### config.mk
export PLATFORM = sky130hd
export DESIGN_NAME = rgb3k_cell
export DESIGN_NICKNAME = d
export VERILOG_FILES = /design/src/design/rgb3k_pkg.sv /design/src/design/rgb3k_cell.sv
export SDC_FILE = /design/constraint.sdc
export NUM_CORES = 1
export LEC_CHECK = 0
export BUFFER_PORTS_ARGS = -buffer_cell sky130_fd_sc_hd__buf_4
export CORE_ASPECT_RATIO = 2
export CORE_MARGIN = 4
export CORE_UTILIZATION = 46
export CTS_CLUSTER_DIAMETER = 200
export CTS_CLUSTER_SIZE = 24
export DETAILED_ROUTE_END_ITERATION = 16
export PLACE_DENSITY = 0.9
export SLEW_MARGIN = 20
export SYNTH_ARGS = -nofsm -noshare
export SYNTH_HDL_FRONTEND = slang
export SYNTH_SLANG_ARGS = --single-unit
### constraint.sdc
create_clock -name clk -period 1.2 [get_ports clk]
set_clock_uncertainty 0.1 [all_clocks]
set_input_delay 0.12 -clock clk [delete_from_list [all_inputs] [get_ports clk]]
set_output_delay 0.12 -clock clk [all_outputs]
set_load 0.01 [all_outputs]
### src/design/rgb3k_pkg.sv
package rgb3k_pkg;

    localparam int PIX_W = 24;
    localparam int H_MAX = 1024;

    localparam logic [1:0] MODE_EDGE    = 2'd0;
    localparam logic [1:0] MODE_SHARPEN = 2'd1;
    localparam logic [1:0] MODE_BOX     = 2'd2;
    localparam logic [1:0] MODE_GAUSS   = 2'd3;

    localparam logic [2:0] REG_MODE   = 3'd0;
    localparam logic [2:0] REG_WIDTH  = 3'd1;
    localparam logic [2:0] REG_HEIGHT = 3'd2;
    localparam logic [2:0] REG_LEFT   = 3'd3;
    localparam logic [2:0] REG_TOP    = 3'd4;
    localparam logic [2:0] REG_RIGHT  = 3'd5;
    localparam logic [2:0] REG_BOTTOM = 3'd6;

    // floor(x / 9) == (x * BOX_RECIP) >> BOX_SHIFT for x up to 9 * 255
    localparam logic [11:0] BOX_RECIP = 12'd3641;
    localparam int          BOX_SHIFT = 15;

    typedef logic [PIX_W-1:0] pixel_t;

    typedef struct packed {
        pixel_t top;
        pixel_t ctr;
        pixel_t bot;
    } column_t;

    typedef struct packed {
        logic [7:0] in_red;
        logic [7:0] in_green;
        logic [7:0] in_blue;
        logic       drain;
    } in_word_t;

    typedef struct packed {
        logic [7:0] out_red;
        logic [7:0] out_green;
        logic [7:0] out_blue;
        logic       frame_last;
    } out_word_t;

endpackage

### src/design/rgb3k_cell.sv
module rgb3k_cell
    import rgb3k_pkg::*;
    (
    input  logic    clk,
    input  logic    rst_n,
    input  logic    shift,
    input  column_t col_in,
    output column_t col_out
    );

    column_t col_reg;

    always_ff @(posedge clk or negedge rst_n)
    begin
        if (!rst_n)
        begin
            col_reg <= '0;
        end
        else if (shift)
        begin
            col_reg <= col_in;
        end
    end

    assign col_out = col_reg;

endmodule

### After elaboration in Yosys (flattened, before gate mapping)

Index checks and enable logic that the tools add are counted.

| storage, ports and cells | value |
|---|---|
| flip-flop bits (word level) | 72 |
| input bits | 75 |
| output and inout bits | 72 |
| logic and storage cells | 3 |

### Logic depth before layout (Yosys ltp)

| depth | value |
|---|---|
| depth in word-level cells | 0 |
| mapped depth | 3 |
| mapped depth without buffers | 1 |

### Worst setup path before layout

No wires, ideal clock.

| path | value |
|---|---|
| kind | input to register |
| start | in shift |
| end | reg col_reg, in the netlist col_out[0] |
| library setup time | 0.125 ns |
| data arrival time | 0.731 ns |
| data required time | 0.975 ns |
| path slack | 0.243 ns |
| stages on the path | 3 |
| path buffers | 2 |
| cell sequence | buf_6 > buf_12 > mux2_4 |

RTL lines:

| element | line | RTL |
|---|---|---|
| start, declared | rgb3k_cell.sv:6 | `input logic shift,` |
| end signal, assigned | rgb3k_cell.sv:21 | `col_reg <= col_in;` |
| end, declared | rgb3k_cell.sv:11 | `column_t col_reg;` |

No word-level cell between the ends.

### Worst setup path after layout

| path | value |
|---|---|
| start | reg col_reg, in the netlist col_out[59] |
| end | out col_out[59] (netlist name) |

RTL lines:

| element | line | RTL |
|---|---|---|
| end, declared | rgb3k_cell.sv:8 | `output column_t col_out` |

No word-level cell between the ends.

==> run_results.csv <==
group,metric,value,unit
cells_and_area,mostFrequentLayoutCells,"sky130_fd_sc_hd__buf_4 (147), sky130_fd_sc_hd__dlygate4sd3_1 (73), sky130_fd_sc_hd__dfrtp_1 (72), sky130_fd_sc_hd__mux2_4 (70), sky130_fd_sc_hd__clkbuf_16 (9)",
pwr,power_frac_clock,36.8,%
route,drt-wirelength-per-cell,18.9,um
setup_path,cpLargestDelayFamily,"flip-flops",
cells_and_area,fill_cells,349,
route,dr.first_iter.drc_count,121,
cells_and_area,share_of_post_route_cells_with_drive_strength_above_1,61.6,%
pwr,total_leakage_power,2.60,nW
global_route,grt_antenna_before_repair,1,
setup_path,crit_path_cell_trace,"buf_4",
cts,cts_buffers,9,
setup_path,setup.reg_to_reg.worst_slack,270,ps
pwr,internal_power_component,5.21,mW
place,finalWeightedCongestion,0.732,
die,floorplan.core_area,0.00636,mm^2
logic_synthesis,ys_warn_count,0,
pwr,ir_drop_worst_vdd,0.904,mV
worst_hold_path,hp-class,"in -> reg",
cts,h-tree-depth,3,
cts,post_cts_resized,0,
pwr,p_sw,1.65,mW
global_route,globalRouteOverflowTotal,0,
sta,final.period_utilization,93.3,%
cts,clock-sinks,72,
die,std_cell_rows,41,
route,postRouteAntennaNets,0,
pwr,comb_power_share,21.8,%
logic_synthesis,synthesis.area_per_instance,19.9,um^2
route,vias_per_cell,4.58,
sta,slew_headroom,74.6,%
cells_and_area,layout.cells.most_common,"sky130_fd_sc_hd__buf_4",
pwr,sequential_group_share_of_total_power,41.4,%
logic_synthesis,distinct_cell_type_count_of_the_synthesized_netlist,5,
cts,post_cts_buffers,0,
sta,tns,0,ps
sta,post-route-worst-setup-slack,80.2,ps
die,die_h,123,um
sta,fin_worst_hold_slack,37.1,ps
setup_path,timing.rr.end,"col_out[59]$_DFFE_PN0P_",
cells_and_area,layoutNonFillerInstCount,470,
die,die_area,0.00802,mm^2
setup_path,endpoint_kind,"output port",
cts,tritoncts,"yes",
setup_path,worst_setup_start_kind,"register",
setup_path,setup.worst_path.end,"col_out[59]",
cells_and_area,post-route-util,81.2,%
setup_path,arrival,900,ps
sta,final_period_minus_worst_setup_slack,1120,ps
place,placedInstanceArea,0.00415,mm^2
setup_path,crit_fanout,2,
global_route,grt_first_pass_wirelength,13300,um
global_route,track_usage,22.8,%
place,port-buffer-count,146,
cts,number_of_buffers_on_the_longest_clock_path,2,
global_route,via_count_of_the_first_global_routing_pass,2537,
setup_path,crit_path_start,"col_out[59]$_DFFE_PN0P_",
sta,timing.fmax,893,MHz
status,result_of_the_run,"finished clean",
setup_path,critPathBufInv,1,
place,place_ws,78.9,ps
pwr,switching_share_of_total_power,24.0,%
cells_and_area,max_ffs_per_register,72,
flow_run,number_of_maximum_capacitance_constraint_violations,0,
global_route,grt_max_degree,73,
setup_path,critPathMaxStageDelay,420,ps
cells_and_area,fin_nets,453,
cells_and_area,final_cell_area,0.00517,mm^2
die,start_util,47.6,%
route,drt-total-wl,8880,um
logic_synthesis,synth_seq_cells,72,
setup_path,critical_path_depth,1,
sta,report.final.slew_viol_count,0,
setup_path,critPathSlowestCell,"sky130_fd_sc_hd__dfrtp_1",
sta,report.final.hold_viol_count,0,
setup_path,timing.rr.start,"col_out[59]$_DFFE_PN0P_",
die,top_level_ports,147,
pwr,fin_total_pwr,6.86,mW
cts,clk-insertion-delay-late,320,ps
die,die_x,65.4,um
sta,grt_setup_unrepaired,"false",
route,dr.pass1.iters,4,
cells_and_area,flow.area_growth_from_synthesis,70.7,%
place,place_inst,380,
route,vias,2154,
setup_path,rr_worst_depth,1,
logic_synthesis,syn-cell-area,0.00303,mm^2
pwr,p_per_area,1330,mW/mm^2
logic_synthesis,ys_seq_area_share,59.5,%
logic_synthesis,synth.net_count,227,
setup_path,worstSetupPathType,"reg -> out",
cts,clk_pin_slew_worst_paths,60,ps
logic_synthesis,post_synth_inst_count,152,
route,drc,0,
sta,max_slew.worst_pin.slew,380,ps
cts,clockRootBuffer,"sky130_fd_sc_hd__clkbuf_16",
setup_path,worstPathRequired,980,ps
place,place_hpwl,5040,um
sta,setup_viol,0,
what timing repair did:
action                                 in CTS  in global routing
setup endpoints to repair                   0                  0
hold buffers                               73                  0
endpoints found under the hold margin     144                  0
metal layers:
metal  up-vias  wire, um  share of wire (%)  GRT usage [%]
met4         0       361                4.1           14.0
met1      1049      3110                 35           23.9
li1        985         -                  -              -
met2        94      4960                 56           40.3
met3        26       447                5.0           5.31
met5         -         0                  0              0
Yosys cell counts:
| library cell | number | share of area [%] |
|---|---|---|
| sky130_fd_sc_hd__dfrtp_1 | 72 | 60 |
| sky130_fd_sc_hd__mux2_2 | 2 | 0.74 |
| sky130_fd_sc_hd__mux2_4 | 70 | 35 |
| sky130_fd_sc_hd__buf_6 | 1 | 0.37 |
| sky130_fd_sc_hd__buf_12 | 7 | 4.6 |
power by group through the flow:
| stage | combinational (mW) | clock [mW] | sequential [mW] |
|---|---|---|---|
| after floorplan | 0.501 | 0 | 2.96 |
| after global placement | 1.25 | 0 | 2.85 |
| after detailed placement | 1.28 | 0 | 2.86 |
| after CTS | 1.49 | 2.54 | 2.83 |
| after global routing | 1.58 | 2.66 | 2.87 |
| final | 1.50 | 2.52 | 2.84 |
final cells by class:
type | count | area [um^2] | area share [%]
Multi-Input combinational cell | 72 | 1070 | 20.8
Clock buffer | 14 | 274 | 5.30
Clock inverter | 2 | 12.5 | 0.242
Antenna cell | 1 | 2.50 | 0.0484
Timing Repair Buffer | 223 | 1890 | 36.7
Sequential cell | 72 | 1800 | 34.9
Tap cell | 86 | 108 | 2.08
how the worst min path moves through the flow:
| stage | from | end | slack, ps | cells past startpoint |
|---|---|---|---|---|
| final | shift | col_out[49]$_DFFE_PN0P_ | 40 | 2 |
| after CTS | shift | col_out[19]$_DFFE_PN0P_ | 30 | 2 |
| after global placement | rst_n | col_out[2]$_DFFE_PN0P_ | 50 | 2 |
| after detailed placement | rst_n | col_out[3]$_DFFE_PN0P_ | 60 | 2 |
| after global routing | shift | col_out[49]$_DFFE_PN0P_ | 40 | 2 |
| after floorplan | rst_n | col_out[0]$_DFFE_PN0P_ | -280 | 0 |
kinds of logic (layout without fill, tap and decap cells):
kind of cell           count (synthesis)  in the layout  share of synthesized area (%)
flip-flops                            72             72                           59.5
buffers and inverters                  8            239                           5.00
multiplexers                          72             72                           35.5
other                                  0              1                              0
No activity file was read; power rests on OpenSTA's default activity.
