[src/design/rgb3k_pkg.sv]
package rgb3k_pkg;

    localparam int PIX_W = 24;
    localparam int H_MAX = 1024;

    localparam logic [1:0] MODE_EDGE    = 2'd0;
    localparam logic [1:0] MODE_SHARPEN = 2'd1;
    localparam logic [1:0] MODE_BOX     = 2'd2;
    localparam logic [1:0] MODE_GAUSS   = 2'd3;

    localparam logic [2:0] REG_MODE   = 3'd0;
    localparam logic [2:0] REG_WIDTH  = 3'd1;
    localparam logic [2:0] REG_HEIGHT = 3'd2;
    localparam logic [2:0] REG_LEFT   = 3'd3;
    localparam logic [2:0] REG_TOP    = 3'd4;
    localparam logic [2:0] REG_RIGHT  = 3'd5;
    localparam logic [2:0] REG_BOTTOM = 3'd6;

    // floor(x / 9) == (x * BOX_RECIP) >> BOX_SHIFT for x up to 9 * 255
    localparam logic [11:0] BOX_RECIP = 12'd3641;
    localparam int          BOX_SHIFT = 15;

    typedef logic [PIX_W-1:0] pixel_t;

    typedef struct packed {
        pixel_t top;
        pixel_t ctr;
        pixel_t bot;
    } column_t;

    typedef struct packed {
        logic [7:0] in_red;
        logic [7:0] in_green;
        logic [7:0] in_blue;
        logic       drain;
    } in_word_t;

    typedef struct packed {
        logic [7:0] out_red;
        logic [7:0] out_green;
        logic [7:0] out_blue;
        logic       frame_last;
    } out_word_t;

endpackage

[src/design/rgb3k_chan.sv]
module rgb3k_chan
    import rgb3k_pkg::*;
    (
    input  logic [1:0]      mode,
    input  logic [8:0][7:0] taps,
    output logic [7:0]      result
    );

    logic [9:0]  edges;
    logic [9:0]  corners;
    logic [11:0] sum9;
    logic [13:0] s_signed;
    logic [23:0] box_prod;
    logic [11:0] gauss_sum;

    always_comb
    begin
        edges     = 10'(taps[1]) + 10'(taps[3]) + 10'(taps[5]) + 10'(taps[7]);
        corners   = 10'(taps[0]) + 10'(taps[2]) + 10'(taps[6]) + 10'(taps[8]);
        sum9      = 12'(corners) + 12'(edges) + 12'(taps[4]);
        box_prod  = 24'(sum9) * 24'(BOX_RECIP);
        gauss_sum = 12'(corners) + {1'b0, edges, 1'b0} + {2'b0, taps[4], 2'b0};
        s_signed  = '0;
        case (mode)
            MODE_EDGE:
            begin
                s_signed = ({3'b0, taps[4], 3'b0} + {6'b0, taps[4]}) - {2'b0, sum9};
            end
            MODE_SHARPEN:
            begin
                s_signed = ({4'b0, taps[4], 2'b0} + {6'b0, taps[4]}) - {4'b0, edges};
            end
            MODE_BOX:
            begin
                s_signed = 14'(box_prod >> BOX_SHIFT);
            end
            MODE_GAUSS:
            begin
                s_signed = 14'(gauss_sum >> 4);
            end
            default:
            begin
                s_signed = '0;
            end
        endcase
        if (s_signed[13])
        begin
            result = 8'd0;
        end
        else if (s_signed[12:8] != 5'd0)
        begin
            result = 8'd255;
        end
        else
        begin
            result = s_signed[7:0];
        end
    end

endmodule

[config.mk]
export PLATFORM = sky130hd
export DESIGN_NAME = rgb3k_chan
export DESIGN_NICKNAME = d
export VERILOG_FILES = /design/src/design/rgb3k_pkg.sv /design/src/design/rgb3k_chan.sv
export SDC_FILE = /design/constraint.sdc
export NUM_CORES = 1
export LEC_CHECK = 0
export BUFFER_PORTS_ARGS = -buffer_cell sky130_fd_sc_hd__buf_2
export CORE_MARGIN = 2
export CORE_UTILIZATION = 60
export DETAILED_ROUTE_END_ITERATION = 10
export PLACE_DENSITY = 0.87
export SYNTH_ARGS = -nofsm -noshare
export SYNTH_HDL_FRONTEND = slang
export SYNTH_SLANG_ARGS = --single-unit
[constraint.sdc]
create_clock -name vclk -period 12.87
set_input_delay 1.9305 -clock vclk [all_inputs]
set_output_delay 1.9305 -clock vclk [all_outputs]
set_load 0.01 [all_outputs]
**Yosys cells after proc, flatten, opt, wreduce, memory -nomap -nowiden**

Index checks and enable logic that the tools add are counted.

- Register bits: 0
- Bits in latches: 0
- Bits in writable memories: 0
- ROM bits: 0
- Input bits: 74
- Output and inout bits: 8
- Logic and storage cells: 23
- Memories kept: 0

- Add/subtract/negate cells: 14
- Multipliers: 1
- Divide/modulo/power cells: 0
- Magnitude comparators: 0
- Eq/ne operators: 3
- Shifts and indexed selects: 0
- Multiplexer cells: 3
- Bitwise operators: 0
- Reduce and logical (&&, ||, !) cells: 2

Operators with widths:

| operator | count |
|---|---|
| $pmux 14 s4 | 1 |
| $add 11x8->12 | 2 |
| $mul 12x12->24 const B | 1 |
| $add 10x8->10 | 2 |
| $add 9x8->10 | 2 |
| $add 8x8->9 | 2 |
| $mux 8 | 2 |
| $sub 12x12->13 | 1 |
| $add 10x11->12 | 1 |
| $add 12x10->12 | 1 |
| $sub 11x10->12 | 1 |
| $add 10x10->11 | 1 |
| $add 10x8->11 | 1 |
| $reduce_bool 5->1 | 1 |
| $eq 2x2->1 const B | 2 |
| $eq 2x1->1 const B | 1 |
| $logic_not 2->1 | 1 |

**Logic depth before layout (Yosys ltp)**

- Word-level depth: 10
- Gate-level depth with buffers: 39

**Worst setup path before layout**

No wires, ideal clock.

- Path kind: input to output
- Start point: input port taps[9] (netlist bit)
- End point: output port result[5]
- Arrival time: 10.374 ns
- Data required time: 10.939 ns
- Slack: 0.566 ns
- Cell stages on the path: 37
- Buffers on the path: 0
- Cell sequence: inv_1 fa_1 inv_1 fa_1 ha_1 fa_1 a21o_1 a21oi_1 o21bai_1 a21oi_1 xnor2_1 fa_1 inv_1 ha_1 or2_2 o31ai_1 a21oi_2 xor2_2 xor2_1 ha_1 ha_1 inv_1 fa_1 inv_1 fa_1 inv_1 fa_1 inv_1 ha_1 and3_1 o2111ai_1 o21ai_2 a21oi_1 o21ai_1 xnor2_1 mux4_2 a21oi_1

- Word-level cells in the longest chain between the ends: 10
- Elaborated cells between the ends (all ways): 14

RTL lines:

| element | RTL line | source |
|---|---|---|
| start: declaration | rgb3k_chan.sv:5 | `input logic [8:0][7:0] taps,` |
| $add 8x8->9 * | rgb3k_chan.sv:18 | `edges = 10'(taps[1]) + 10'(taps[3]) + 10'(taps[5]) + 10'(taps[7]);` |
| $add 9x8->10 * | rgb3k_chan.sv:18 |  |
| $add 10x8->10 * | rgb3k_chan.sv:18 |  |
| $add 10x10->11 | rgb3k_chan.sv:20 | `sum9 = 12'(corners) + 12'(edges) + 12'(taps[4]);` |
| $add 11x8->12 | rgb3k_chan.sv:20 |  |
| $mul 12x12->24 or $sub 12x12->13 (tied branches) | rgb3k_chan.sv:21, rgb3k_chan.sv:27 |  |
| $pmux 14 s4 * | rgb3k_chan.sv:24 | `case (mode)` |
| $reduce_bool 5->1 | rgb3k_chan.sv:50 | `else if (s_signed[12:8] != 5'd0)` |
| $mux 8 | rgb3k_chan.sv:50 |  |
| $mux 8 * | rgb3k_chan.sv:46 | `if (s_signed[13])` |
| end: declaration | rgb3k_chan.sv:6 | `output logic [7:0] result` |

Mark *: on every way between the ends. The rest lies on a longest branch, timed or not.

**Final worst setup path**

- Start point: input port taps[10] (netlist bit)
- End point: output port result[0]

Same word-level chain as after synthesis.

==> results.cfg <==
[drt]
drtIter0Drc = 328
drc = 0
via_per_inst = 5.69
ant_nets = 0
first_pass_iters = 5
wl_mm = 15.3
num_vias = 5477
wl_per_cell_um = 15.8

[floorplan]
core-area_um2 = 10300
die_x_um = 107
io_pins = 82
dieArea_um2 = 11400
initial_core_util_pct = 61.5
placementRows = 37
chipHeight_um = 107

[synth]
synth_warnings = 0
syn_inst = 732
syn_area_per_cell_um2 = 8.68
synth-seq-area-share_pct = 0
syn_area_um2 = 6350
yosysUniqueCellTypes = 70
synth_fp_nets = 1030

[finish]
area_growth_pct = 13.7
n_clock_buffer = 0
diodes = 0
final_common_cell = inv_1
fin_util_pct = 70.0
drive_gt1_share_pct = 17.4
nFlopsAndLatches = 0
layout_common_cells = inv_1 (188), ha_1 (132), fa_1 (87)
nets = 1127
regArea_um2 = 0
fillers = 755
multiInputGateArea_um2 = 5790

[setup_path]
cp_max_fo = 6
crit_top_cell = inv_1
cp_data_arrival_time_ps = 10710
required_ps = 10940
crit_path_start = taps[10]
cp_slowest_cell = fa_1
critical_path_class = primary input to output port
crit_path_start_kind = primary input
max_stage_delay_ps = 560
endpoint = result[0]
worstSetupEndpointType = output port

[placed_design]
pre_cts_slack_ps = 52.8
place_congestion = 0.999
dp_hpwl_mm = 13.3
port_buffers = 82

[timing]
relSlewSlack_pct = 52.6
timing_hold_violations_final = 0
max_freq_ghz = 0.0791
setup_viol_count_final = 0
worst_slack_ps = 230
fin_crit_sh_pct = 98.2
worst_slew_pin_slew_ps = 706
worst_hold_slack_ps = 4520
fin_crit_ps = 12640
final_max_slew_viol_count = 0

[global_routing]
grt_max_degree = 25
track_usage_pct = 26.6
grt_remaining_overflow = 0
first_global_vias = 5387
grt_first_pass_wirelength_mm = 24.7
antenna_found_initial = 0

[worst_hold_path]
hp-class = primary input to output port

[flow_run]
maxCapViolations = 0

[clocking]
cts_hold_buf = 0

[run_status]
status = completed
-- logic make-up after synthesis --
group,Yosys count,synth area share [%]
compound gates,148,15.9
xor+xnor,47,6.60
fa+ha+maj,225,54.8
buf+inv,195,11.8
mux,7,1.69
simple gates,110,9.22
-- stage by stage --
stage          instances  area, um^2  setup TNS (ps)
3_5_place_dp         951        6950               0
4_1_cts              951        6950               0
6_report             963        7230               0
3_3_place_gp         951        6950               0
5_1_grt              963        7230            -926
2_1_floorplan        732        6350               0
-- critical path, delay by kind of cell --
kind | cells | cell delay (ps)
xor+xnor | 3 | 570
simple gates | 4 | 610
fa+ha+maj | 11 | 4600
buf+inv | 12 | 1130
compound gates | 9 | 1860
-- final cells by class --
cell class | instances | area share, %
multi-input cells | 537 | 80.2
well taps | 136 | 2.35
inverters | 189 | 9.82
repair buffers | 101 | 7.65
-- routing by layer --
metal	part of all wire (%)	track usage (%)	up-vias	wire length [um]
met5	0	0	-	0
met4	1.5	3.53	0	232
met3	6.2	1.40	27	945
met2	49	45.1	182	7460
met1	43	38.6	2644	6610
li1	-	-	2624	-
-- worst min-delay path by stage --
stage	cells after the start	startpoint	end	slack [ps]
after floorplan	3	mode[0]	result[7]	4280
after global placement	4	mode[1]	result[4]	4510
after detailed placement	4	mode[1]	result[4]	4510
after CTS	4	mode[1]	result[4]	4510
after global routing	4	mode[1]	result[4]	4540
final	4	mode[1]	result[3]	4520
-- synth_stat cells, drive strengths merged (4+ instances only) --
master | number | area share [%]
nand2 | 18 | 1.1
nand3 | 7 | 0.55
nand4 | 4 | 0.39
xnor2 | 31 | 4.3
and3 | 4 | 0.41
nor2b | 6 | 0.59
a21oi | 42 | 3.4
nor2 | 30 | 1.8
fa | 89 | 28
ha | 135 | 27
a21o | 17 | 2.0
a211oi | 8 | 0.95
o21bai | 11 | 1.3
nand2b | 8 | 0.79
a31oi | 6 | 0.59
xor2 | 16 | 2.3
o22ai | 4 | 0.49
mux2i | 4 | 0.63
o21ai | 24 | 1.9
o21a | 5 | 0.59
nor3 | 14 | 1.1
inv | 189 | 11
-- repair_timing --
item,in CTS,in global routing
buffers inserted,0,12
hold endpoints to repair,0,0
gates resized for setup,0,32
setup endpoints to repair,0,8
Power is left out: the tool's default activity adds up to more than one toggle a clock period on the data nets, which glitch-free logic cannot reach.
